## src/hdl/mblf_pkg.sv

```systemverilog
// ============================================================================
// mblf_pkg
// Shared widths, codes and defaults for the mirror-boundary line FIR.
// ============================================================================
package mblf_pkg;

    // Defaults for the top-level parameters
    localparam int LINE_MAX_DEF = 1024;
    localparam int MAX_TAPS_DEF = 16;

    // Field widths
    localparam int POS_W      = 10;
    localparam int SAMPLE_W   = 16;
    localparam int COEF_W     = 16;
    localparam int LEN_CFG_W  = 11;
    localparam int TAPS_CFG_W = 5;
    localparam int OFF_W      = 4;
    localparam int CFG_IDX_W  = 3;
    localparam int CFG_DATA_W = 64;

    // Coefficient packing: four taps per 64-bit word, sixteen taps total
    localparam int COEF_WORDS = 4;
    localparam int NUM_COEFS  = 16;

    // Q1.14 rounding
    localparam int ROUND_SHIFT = 14;
    localparam int ROUND_HALF  = 8192;
    localparam int SAMPLE_MAX  = 32767;
    localparam int SAMPLE_MIN  = -32768;

    // Commands
    localparam logic CMD_STORE   = 1'b0;
    localparam logic CMD_COMPUTE = 1'b1;

    // Configuration register indexes
    localparam logic [CFG_IDX_W-1:0] CFG_LINE_LENGTH   = 3'd0;
    localparam logic [CFG_IDX_W-1:0] CFG_TAP_COUNT     = 3'd1;
    localparam logic [CFG_IDX_W-1:0] CFG_CENTER_OFFSET = 3'd2;
    localparam logic [CFG_IDX_W-1:0] CFG_COEF_WORD_0   = 3'd3;
    localparam logic [CFG_IDX_W-1:0] CFG_COEF_WORD_1   = 3'd4;
    localparam logic [CFG_IDX_W-1:0] CFG_COEF_WORD_2   = 3'd5;
    localparam logic [CFG_IDX_W-1:0] CFG_COEF_WORD_3   = 3'd6;

    // Register reset values
    localparam logic [LEN_CFG_W-1:0]  LINE_LENGTH_RST = 11'd1024;
    localparam logic [TAPS_CFG_W-1:0] TAP_COUNT_RST   = 5'd1;

endpackage

```

## src/hdl/mblf_fold.sv

```systemverilog
// ============================================================================
// mblf_fold
// Bit-serial remainder unit: position mod m and offset mod m in two lanes,
// one dividend bit per cycle.
// ============================================================================
module mblf_fold #(
    parameter int LINE_MAX = mblf_pkg::LINE_MAX_DEF
) (
    input  logic                                clk,
    input  logic                                rst_n,
    input  logic                                start,
    input  logic [mblf_pkg::POS_W-1:0]          pos,
    input  logic [mblf_pkg::OFF_W-1:0]          off,
    input  logic [$clog2(LINE_MAX+1):0]         modulus,
    output logic                                done,
    output logic [$clog2(LINE_MAX+1):0]         pos_rem,
    output logic [$clog2(LINE_MAX+1):0]         off_rem
);

    import mblf_pkg::*;

    localparam int M_W   = $clog2(LINE_MAX + 1) + 1;
    localparam int CNT_W = $clog2(POS_W + 1);

    logic [CNT_W-1:0] cnt_reg,   cnt_next;
    logic             done_reg,  done_next;
    logic [POS_W-1:0] pos_sh_reg, pos_sh_next;
    logic [POS_W-1:0] off_sh_reg, off_sh_next;
    logic [M_W-1:0]   pos_rem_reg, pos_rem_next;
    logic [M_W-1:0]   off_rem_reg, off_rem_next;

    // one restoring step: shift in a bit, subtract m if it fits
    function automatic logic [M_W-1:0] rem_step(input logic [M_W-1:0] rem,
                                                input logic           din,
                                                input logic [M_W-1:0] m);
        logic [M_W:0] cand;
        begin
            cand = {rem, din};
            if (cand >= {1'b0, m})
            begin
                cand = cand - {1'b0, m};
            end
            return cand[M_W-1:0];
        end
    endfunction

    always_comb
    begin
        cnt_next     = cnt_reg;
        done_next    = 1'b0;
        pos_sh_next  = pos_sh_reg;
        off_sh_next  = off_sh_reg;
        pos_rem_next = pos_rem_reg;
        off_rem_next = off_rem_reg;
        if (start)
        begin
            cnt_next     = CNT_W'(POS_W);
            pos_sh_next  = pos;
            off_sh_next  = POS_W'(off);
            pos_rem_next = '0;
            off_rem_next = '0;
        end
        else if (cnt_reg != '0)
        begin
            cnt_next     = cnt_reg - CNT_W'(1);
            done_next    = (cnt_reg == CNT_W'(1));
            pos_sh_next  = {pos_sh_reg[POS_W-2:0], 1'b0};
            off_sh_next  = {off_sh_reg[POS_W-2:0], 1'b0};
            pos_rem_next = rem_step(pos_rem_reg, pos_sh_reg[POS_W-1], modulus);
            off_rem_next = rem_step(off_rem_reg, off_sh_reg[POS_W-1], modulus);
        end
    end

    always_ff @(posedge clk or negedge rst_n)
    begin
        if (!rst_n)
        begin
            cnt_reg  <= '0;
            done_reg <= 1'b0;
        end
        else
        begin
            cnt_reg  <= cnt_next;
            done_reg <= done_next;
        end
    end

    always_ff @(posedge clk)
    begin
        pos_sh_reg  <= pos_sh_next;
        off_sh_reg  <= off_sh_next;
        pos_rem_reg <= pos_rem_next;
        off_rem_reg <= off_rem_next;
    end

    assign done    = done_reg;
    assign pos_rem = pos_rem_reg;
    assign off_rem = off_rem_reg;

endmodule

```

## config.mk

```make
export PLATFORM = sky130hd
export DESIGN_NAME = mblf_fold
export DESIGN_NICKNAME = d
export VERILOG_FILES = /design/src/hdl/mblf_pkg.sv /design/src/hdl/mblf_fold.sv
export SDC_FILE = /design/constraint.sdc
export NUM_CORES = 1
export LEC_CHECK = 0
export BUFFER_PORTS_ARGS = -buffer_cell sky130_fd_sc_hd__buf_2
export CAP_MARGIN = 20
export CORE_MARGIN = 1
export CORE_UTILIZATION = 61
export CTS_CLUSTER_SIZE = 30
export DETAILED_ROUTE_END_ITERATION = 16
export GPL_ROUTABILITY_DRIVEN = 0
export MAX_ROUTING_LAYER = met4
export PLACE_DENSITY_LB_ADDON = 0.25
export SKIP_CTS_REPAIR_TIMING = 1
export SYNTH_ARGS = -nofsm -noshare
export SYNTH_HDL_FRONTEND = slang
export SYNTH_SLANG_ARGS = --single-unit
```

## constraint.sdc

```tcl
create_clock -name clk -period 3.25 [get_ports clk]
set_input_delay 0.1625 -clock clk [delete_from_list [all_inputs] [get_ports clk]]
set_output_delay 0.1625 -clock clk [all_outputs]
set_load 0.02 [all_outputs]
```

==> summary.md, run 1 <==
| Metric | Value |
|---|---|
| Yosys top cell area share | `18.53%` |
| FMAX | `395.6 MHz` |
| Pre-antenna DRT Iters | `4` |
| Post-synth EDFFs | `14` |
| Die Span Y | `74.90 um` |
| VDD IR max | `260.8 uV` |
| Post-layout nets | `454` |
| Cell variety after synth | `64` |
| Initial antenna violation count | `0` |
| GRT Total Usage | `27.91%` |
| Bufs on Longest Clock Path | `2` |
| Max_cap viols | `0` |
| Status | `finished, final reports clean` |
| TNS Setup | `0 ps` |
| Boundary pin count | `54` |
| Worst setup path class | `register to register` |
| Layout cells sized above 1 | `23.68%` |
| Root buffer cell | `clkbuf_8` |
| DRC | `0` |
| Drt total wl | `7194 um` |
| Largest net degree at the start of global routing | `37` |
| Port bufs | `53` |
| Asr flop ratio synth | `10.20%` |
| CTS buffer count | `5` |
| Antenna diodes | `0` |
| Yosys top cell by area | `dfxtp_1` |
| Detail Route Antenna Nets | `0` |
| Clock slew at reported path FFs | `100 ps` |
| Final hold vios | `0` |
| Pwr dens | `393.3 nW/um2` |
| Yosys reg bits | `49` |
| Final Cycle Share | `77.77%` |
| Post-route insts no fill | `467` |
| Lkg Pwr | `1.662 nW` |
| Fin Hold WS | `122.4 ps` |
| Final HPWL DP | `5293 um` |
| Startpoint type of the worst setup path | `register` |
| Cells after Synth | `343` |
| Placed Instances | `458` |
| Slew headroom | `33.05%` |
| Main area contributors after synthesis | `dfxtp_1 19%, edfxtp_1 13%, ha_1 10%, mux2i_1 4.6%, nand2_1 4.2%` |
| RSZ-0062 raised after global routing | `false` |
| Net count after synthesis | `401` |
| Hold crit path type | `input pin to register` |
| First-pass GRT wire length | `11290 um` |
| Die Span X | `74.90 um` |
| Setup violations, final | `0` |
| WL per Instance | `15.40 um` |
| Most frequent cell after synthesis | `nand2_1` |
| Synth-to-layout area growth | `13.24%` |
| Initial Util | `63.47%` |
| Clk_lat worst skew | `330 ps` |
| Final Max Tran Viols | `0` |
| Site row count | `26` |
| Drt first-iter violations | `229` |
| Crit end category | `register` |
| Synth top cells by count | `36 x nand2_1, 30 x dfxtp_1, 27 x ha_1` |
| Synthesized area | `3242 um2` |
| CP arrival | `2460 ps` |
| Die area | `5610 um2` |
| Vias per inst | `5.711` |
| Worst slew pin tran | `1001 ps` |
| Reg-to-reg slack, setup | `720 ps` |
| Synth Area per Inst | `9.451 um2` |
| Req. time, crit path | `3180 ps` |
| Max Clock Skew | `14.39 ps` |
| Placeable Area | `5107 um2` |
| Sequential fraction of the synthesis area | `35.35%` |
| CP max FO | `15` |
| Synth warn | `0` |
| H-Tree Depth | `2` |
| Ys flop type | `dfxtp_1` |
| Fin crit period | `2528 ps` |
| CTS tree | `yes` |
| Grt total ovfl | `0` |
| Vias in the first global route | `2501` |
| CTS sink cnt | `49` |
| Via count | `2667` |
final cells by class:
| type | count | area [um2] |
|---|---|---|
| repair buffers | 57 | 297.8 |
| well taps | 70 | 87.58 |
| inverters | 20 | 75.07 |
| fillers | 412 | 1436 |
| flip-flops and latches | 49 | 1146 |
| multi-input cells | 263 | 1964 |
| clock buffers | 6 | 82.58 |
| clock inverters | 2 | 17.52 |
power breakdown:
group / internal (W) / switching, W
registers: 0.000675 / 0.0000273
clock network: 0.000177 / 0.000233
logic: 0.000144 / 0.000186
critical path: stages (launching register included):
cell and delay [ps]:
dfrtp_1 400, inv_1 120, ha_1 200, nand2_1 80
nor2_1 760, inv_1 570
kinds of logic after synthesis:
logic type | count (synthesis) | synth area share, %
mux | 27 | 8.800
buf+inv | 31 | 4.053
simple gates | 94 | 14.09
compound gates | 96 | 21.46
fa+ha+maj | 29 | 11.66
flops | 49 | 35.35
xor+xnor | 17 | 4.593
placed cells by master (no fill, tap or decap), types with 3 or more instances in the layout:
| cell | synthesis | routed |
|---|---|---|
| buf_2 | 0 | 53 |
| nand2_1 | 36 | 36 |
| dfxtp_1 | 30 | 30 |
| ha_1 | 27 | 27 |
| nor2_1 | 25 | 25 |
| a21oi_1 | 23 | 23 |
| inv_1 | 20 | 20 |
| mux2i_1 | 15 | 15 |
| edfxtp_1 | 14 | 14 |
| mux2_2 | 12 | 12 |
| a211oi_1 | 12 | 12 |
| xnor2_1 | 12 | 12 |
| o21ai_1 | 11 | 11 |
| o21ai_0 | 6 | 6 |
| a21o_1 | 6 | 6 |
| clkbuf_8 | 0 | 6 |
| nor3_1 | 5 | 5 |
| xor2_1 | 5 | 5 |
| dfrtp_1 | 5 | 5 |
| and3_1 | 4 | 4 |
| o21a_1 | 4 | 4 |
| nor2b_1 | 4 | 4 |
| and2_1 | 3 | 3 |
| o21bai_1 | 3 | 3 |
| buf_4 | 1 | 3 |
through the flow:
stage	util [%]	setup slack, ps	cell area, um2	total power (W)
after floorplan	-	1004	3242	0.0009581
after global placement	69.72	786.1	3561	0.001030
after global routing	71.88	432.6	3671	0.001510
final	71.88	722.5	3671	0.001444
after detailed placement	69.72	721.5	3561	0.001043
after CTS	71.68	712.7	3661	0.001445
metal layers:
layer | share of wire [%] | vias to the layer above | track usage, %
met4 | 2.4 | 0 | 13.42
li1 | - | 1354 | -
met3 | 5.3 | 15 | 4.016
met2 | 47 | 76 | 45.05
met5 | 0 | - | -
met1 | 45 | 1222 | 34.38
final timing paths:
kind,start,to,cells after the start
worst max-delay path,cnt_reg[0],pos_sh_reg[9],5
worst min-delay path,off[0],off_sh_reg[0],2
worst max register to register,cnt_reg[0],pos_sh_reg[9],5
worst min register to register,off_sh_reg[9],off_sh_reg[9],2
max in group asynchronous,rst_n,done,2
min in group asynchronous,rst_n,cnt_reg[1],2
No activity file was read; power rests on OpenSTA's default activity.
==> inputs of run 2 (changes only) <==
--- a/config.mk
+++ b/config.mk
@@ -5,10 +5,11 @@
 export SDC_FILE = /design/constraint.sdc
 export NUM_CORES = 1
 export LEC_CHECK = 0
+export ABC_AREA = 1
 export BUFFER_PORTS_ARGS = -buffer_cell sky130_fd_sc_hd__buf_2
 export CAP_MARGIN = 20
 export CORE_MARGIN = 1
-export CORE_UTILIZATION = 61
+export CORE_UTILIZATION = 53
 export CTS_CLUSTER_SIZE = 30
 export DETAILED_ROUTE_END_ITERATION = 16
 export GPL_ROUTABILITY_DRIVEN = 0
==> constraint.sdc (replaced) <==
create_clock -name clk -period 2.2 [get_ports clk]
set_input_delay 0.11 -clock clk [delete_from_list [all_inputs] [get_ports clk]]
set_output_delay 0.11 -clock clk [all_outputs]
set_load 0.02 [all_outputs]
==> run 2 against run 1 <==
  * Sequential share of layout area decreased by 4.4 points
  * Register-to-register slack got worse by 470 ps
  * Sequential cell count unchanged
  * Cell area increased by 16%
  * Clock skew decreased by 6.2 ps
  * Count of clock-buffer cells in the layout unchanged
  * Area after synthesis increased by 16%
==> summary.md, run 2 <==
| Metric | Value |
|---|---|
| Bufs on Longest Clock Path | `2` |
| Register area | `1146 um2` |
| Placeable Area | `6794 um2` |
| Critical path origin | `pos_sh_reg[9]` |
| CTS buffer count | `5` |
| M2 GR Usage | `43.43%` |
| Multi-input logic area | `2128 um2` |
| RSZ-0062 raised after global routing | `false` |
| Post-synth EDFFs | `14` |
| VDD IR max | `600.5 uV` |
| Yosys top cell area share | `20.94%` |
| CP delay by family, top | `adder cells` |
| Worst path slowest cell | `fa_1` |
| R2R cell count | `12` |
| Detail Route Antenna Nets | `0` |
| Crit end category | `register` |
| Boundary pin count | `54` |
| Final Cycle Share | `88.70%` |
| Die Span X | `86.07 um` |
| Site row count | `30` |
| Drt first-iter violations | `217` |
| Pwr dens | `1129 nW/um2` |
| WL per Instance | `12.31 um` |
| CP Capture Point | `pos_rem[6]` |
| Clk_lat worst skew | `310 ps` |
| Post-route insts no fill | `734` |
| Largest net degree at the start of global routing | `26` |
| Lkg Pwr | `2.523 nW` |
| Worst path max stage delay | `450 ps` |
| Setup violations, final | `0` |
| H-Tree Depth | `2` |
| CP arrival | `2170 ps` |
| Worst-path cell chain | `inv_1 > ha_1 > inv_1 > fa_1 > nand3_1 > nand3_1 > nand2_1 > nand2_1 > xnor2_1 > nand2_1 > nand3_1 > nand2_1` |
| R2R Path End | `pos_rem[6]` |
| Max_cap viols | `0` |
| FMAX | `512.4 MHz` |
| Die area | `7408 um2` |
| Final hold vios | `0` |
| Fill count | `673` |
| Net count after synthesis | `633` |
| First-pass GRT wire length | `15350 um` |
| Startpoint type of the worst setup path | `register` |
| Asr flop ratio synth | `10.20%` |
| DRC | `0` |
| Reg-to-reg slack, setup | `250 ps` |
| Cells after Synth | `575` |
| Initial antenna violation count | `0` |
| GRT Total Usage | `26.82%` |
| Most frequent cells in the layout | `209 x nand2_1, 108 x inv_1, 53 x buf_2, 41 x nand3_1, 37 x nor2_1` |
| Ys flop type | `dfxtp_1` |
| Root buffer cell | `clkbuf_8` |
| Pre-antenna DRT Iters | `4` |
| Status | `finished, final reports clean` |
| Via count | `3677` |
| Post-layout nets | `695` |
| Crit-path most repeated cell | `nand2_1` |
| Busiest grt layer | `met2` |
| CTS sink cnt | `49` |
| Synth top cells by count | `209 x nand2_1, 108 x inv_1, 41 x nand3_1` |
| M1 GR Usage | `35.50%` |
| Launching point of the worst reg2reg path | `pos_sh_reg[9]` |
| Fin crit period | `1951 ps` |
| Synth-to-layout area growth | `14.09%` |
| CTS tree | `yes` |
| Placed Instances | `725` |
| WP depth | `12` |
| Cell variety after synth | `33` |
| Final Max Tran Viols | `0` |
| Most frequent cell after synthesis | `nand2_1` |
| Slew headroom | `53.13%` |
| Port bufs | `53` |
| TNS Setup | `0 ps` |
| Synth Area per Inst | `6.515 um2` |
| Synth warn | `0` |
| Sequential fraction of the synthesis area | `30.59%` |
| Yosys top cell by area | `nand2_1` |
| Yosys reg bits | `49` |
| Hold crit path type | `input pin to register` |
| Synthesized area | `3746 um2` |
| Buffers & Inverters on Critical Path | `2` |
| Final HPWL DP | `7127 um` |
| Die Span Y | `86.07 um` |
| Met3 usage | `3.850%` |
| Clock slew at reported path FFs | `100 ps` |
| Drt total wl | `9039 um` |
| Main area contributors after synthesis | `nand2_1 21%, dfxtp_1 16%, edfxtp_1 11%, inv_1 11%, ha_1 9.0%` |
| Initial Util | `55.14%` |
| Layout cells sized above 1 | `15.83%` |
| Req. time, crit path | `2410 ps` |
| HP Start | `pos[0]` |
| Vias in the first global route | `3399` |
| Antenna diodes | `0` |
| Worst slew pin tran | `702.3 ps` |
| Commonest non-fill, non-tap cell in the layout | `nand2_1` |
| Vias per inst | `5.010` |
| Max Clock Skew | `8.230 ps` |
| Worst setup path class | `register to register` |
| Grt total ovfl | `0` |
| CP max FO | `3` |
-- run 2: changes by cell type after synthesis, moves of 14 or more --
cell	before	now
nand3_1	1	41
a21oi_1	23	8
nand4_1	2	16
nand2_1	36	209
mux2i_1	15	0
inv_1	20	108
-- run 2: where the power goes --
group / internal, W / total (W) / switching [W]
logic: 0.00105 / 0.00286 / 0.00182
registers: 0.00118 / 0.00141 / 0.000232
clock network: 0.000227 / 0.000553 / 0.000326
-- run 2: worst min path at each step --
stage                     to  depth (start not counted)
2_1_floorplan     cnt_reg[0]                          0
6_report       pos_sh_reg[0]                          3
5_1_grt        pos_sh_reg[0]                          3
3_3_place_gp      cnt_reg[2]                          1
4_1_cts                 done                          1
3_5_place_dp      cnt_reg[0]                          1
-- run 2: metal layers --
layer,part of all wire (%),wire [um]
met1,46,4165
met2,47,4268
met3,5.8,524
met4,0.90,81
met5,0,0
-- run 2: per-stage QoR --
stage          setup slack [ps]  total power, W  util, %  area [um2]  hold WS [ps]
2_1_floorplan             373.0        0.003570        -        3746        -185.6
5_1_grt                   81.99        0.005263    62.91        4274         48.00
6_report                  248.5        0.004826    62.91        4274         55.44
3_5_place_dp              194.8        0.004243    61.34        4168        -68.14
3_3_place_gp              235.7        0.004195    61.34        4168        -71.27
4_1_cts                   164.4        0.004801    62.62        4254        -401.7
-- run 2: area by class of cell --
type | instances | area share, %
Timing Repair Buffer | 65 | 8.665
Inverter | 112 | 9.895
Multi-Input combinational cell | 404 | 49.80
Tap cell | 96 | 2.810
Sequential cell | 49 | 26.82
Clock inverter | 2 | 0.3220
Clock buffer | 6 | 1.698
-- run 2: worst min-delay path: cells and delay by family --
kind	cells	cell delay [ps]
AND/OR/NAND/NOR	1	40
buffers and inverters	2	110
-- run 2: kinds of logic (layout without fill, tap and decap cells) --
group,after synthesis,in the layout,synth area share (%)
simple gates,331,331,38.51
compound gates,32,32,5.210
flops,49,49,30.59
buf+inv,122,185,12.79
fa+ha+maj,29,29,10.09
xor+xnor,12,12,2.806
==> inputs of run 3 (changes only) <==
--- a/config.mk
+++ b/config.mk
@@ -8,7 +8,7 @@
 export ABC_AREA = 1
 export BUFFER_PORTS_ARGS = -buffer_cell sky130_fd_sc_hd__buf_2
 export CAP_MARGIN = 20
-export CORE_MARGIN = 1
+export CORE_MARGIN = 2
 export CORE_UTILIZATION = 53
 export CTS_CLUSTER_SIZE = 30
 export DETAILED_ROUTE_END_ITERATION = 16
==> run 3 against run 2 <==
  * Clock power is 9.4% higher
  * Sequential power hardly changed
  * Non-clock buffer count is 1 higher
  * Combinational power is 2% higher
  * Critical path depth is 1 lower
  * Critical path type unchanged
  * Cell count is 0.14% higher
  * Global-route usage is 0.98 points lower
  * Core utilization is 0.11 points lower
  * Cell area is 0.38% higher
  * Register-to-register slack worse by 70 ps
  * Critical endpoint is now off_rem[11]
==> summary.md, run 3 (same netlist as run 2, synthesis figures left out) <==
| Metric | Value |
|---|---|
| CP max FO | `11` |
| Commonest non-fill, non-tap cell in the layout | `nand2_1` |
| VDD IR max | `562.0 uV` |
| CP delay by family, top | `simple AND/OR/NAND/NOR gates` |
| DRC | `0` |
| Req. time, crit path | `2410 ps` |
| Worst setup path class | `register to register` |
| R2R Path End | `off_rem[11]` |
| Die Span X | `88.07 um` |
| Root buffer cell | `clkbuf_8` |
| Boundary pin count | `54` |
| FMAX | `495.3 MHz` |
| Largest net degree at the start of global routing | `26` |
| Buffers & Inverters on Critical Path | `2` |
| Via count | `3673` |
| Setup violations, final | `0` |
| Placeable Area | `6832 um2` |
| GRT Total Usage | `25.83%` |
| First-pass GRT wire length | `15300 um` |
| Max_cap viols | `0` |
| Final HPWL DP | `7335 um` |
| Clk_lat worst skew | `320 ps` |
| Most frequent cells in the layout | `209 x nand2_1, 108 x inv_1, 53 x buf_2, 41 x nand3_1, 37 x nor2_1` |
| Die area | `7756 um2` |
| R2R cell count | `11` |
| Drt total wl | `9277 um` |
| Post-route insts no fill | `735` |
| Status | `finished, final reports clean` |
| Dpl cell area | `4168 um2` |
| Final Cycle Share | `91.76%` |
| WL per Instance | `12.62 um` |
| Fin worst setup slack | `181.2 ps` |
| Bufs on Longest Clock Path | `2` |
| Port bufs | `53` |
| CTS sink cnt | `49` |
| Post-layout nets | `696` |
| Worst path max stage delay | `440 ps` |
| Launching point of the worst reg2reg path | `off_rem[7]` |
| HP Start | `off[0]` |
| Antenna diodes | `0` |
| Final hold vios | `0` |
| Site row count | `30` |
| Worst-path cell chain | `ha_1 > nand2_1 > inv_1 > nand2_1 > nand2_1 > a21oi_4 > nand3_4 > inv_2 > nor2_1 > nor2_1 > nor2_1` |
| H-Tree Depth | `2` |
| Lkg Pwr | `2.539 nW` |
| Crit end category | `register` |
| Initial Util | `54.84%` |
| Fin Hold WS | `48.47 ps` |
| Worst path slowest cell | `dfxtp_1` |
| Drt first-iter violations | `202` |
| TNS Setup | `0 ps` |
| RSZ-0062 raised after global routing | `false` |
| Detail Route Antenna Nets | `0` |
| Final Max Tran Viols | `0` |
| Die Span Y | `88.07 um` |
| Startpoint type of the worst setup path | `register` |
| Hold Path Sink | `off_sh_reg[0]` |
| Worst slew pin tran | `706.1 ps` |
| Clock slew at reported path FFs | `110 ps` |
| CP arrival | `2230 ps` |
| Slew headroom | `52.87%` |
| Hold crit path type | `input pin to register` |
| Reg-to-reg slack, setup | `180 ps` |
| Synth-to-layout area growth | `14.53%` |
| Vias in the first global route | `3471` |
| Placed Instances | `725` |
| CTS tree | `yes` |
| Initial antenna violation count | `0` |
| CTS buffer count | `5` |
| Design Area, Final | `4290 um2` |
| Fin crit period | `2019 ps` |
| Grt total ovfl | `0` |
| Max Clock Skew | `11.91 ps` |
| Vias per inst | `4.997` |
| Pwr dens | `1145 nW/um2` |
| Worst slack at placement | `100.1 ps` |
| Hold path depth | `3` |
| Layout cells sized above 1 | `16.12%` |
| Pre-antenna DRT Iters | `5` |
[run 3: worst max path at each step]
| stage | to | cells after the start | start |
|---|---|---|---|
| finish | off_rem[11] | 11 | off_rem[7] |
| global route | off_rem[11] | 11 | off_rem[7] |
| CTS | off_rem[11] | 11 | off_rem[7] |
| detailed placement | off_rem[11] | 11 | off_rem[7] |
| global placement | off_rem[9] | 11 | off_rem[7] |
| floorplan | pos_rem[7] | 12 | pos_rem[8] |
[run 3: power breakdown]
group	internal (W)	switching, W	leakage, nW
Sequential	0.00118	0.000214	0.461
Clock	0.000241	0.000364	0.0511
Combinational	0.00108	0.00184	2.03
Total	0.00249	0.00242	2.54
[run 3: area by class of cell]
class	instances	area, um2
multi-input cells	404	2128
flip-flops and latches	49	1146
clock inverters	3	28.78
fillers	677	2541
inverters	112	420.4
well taps	96	120.1
repair buffers	66	377.9
clock buffers	5	68.82
[run 3: worst min-delay path, cell delays in order]
cell and delay [ps]:
buf_2 70, nand2_1 40, inv_1 40
[run 3: metrics by stage]
step	power, W	utilization, %
6_report	0.004912	62.80
5_1_grt	0.005351	62.80
2_1_floorplan	0.003570	-
3_5_place_dp	0.004268	61.01
3_3_place_gp	0.004210	61.01
4_1_cts	0.004879	62.44
[run 3: routing by layer]
| layer | track usage [%] | wire length [um] | vias up |
|---|---|---|---|
| met4 | 7.576 | 180 | 0 |
| met1 | 32.48 | 4110 | 1641 |
| li1 | - | - | 1905 |
| met2 | 43.25 | 4510 | 109 |
| met5 | - | 0 | - |
| met3 | 3.770 | 475 | 18 |
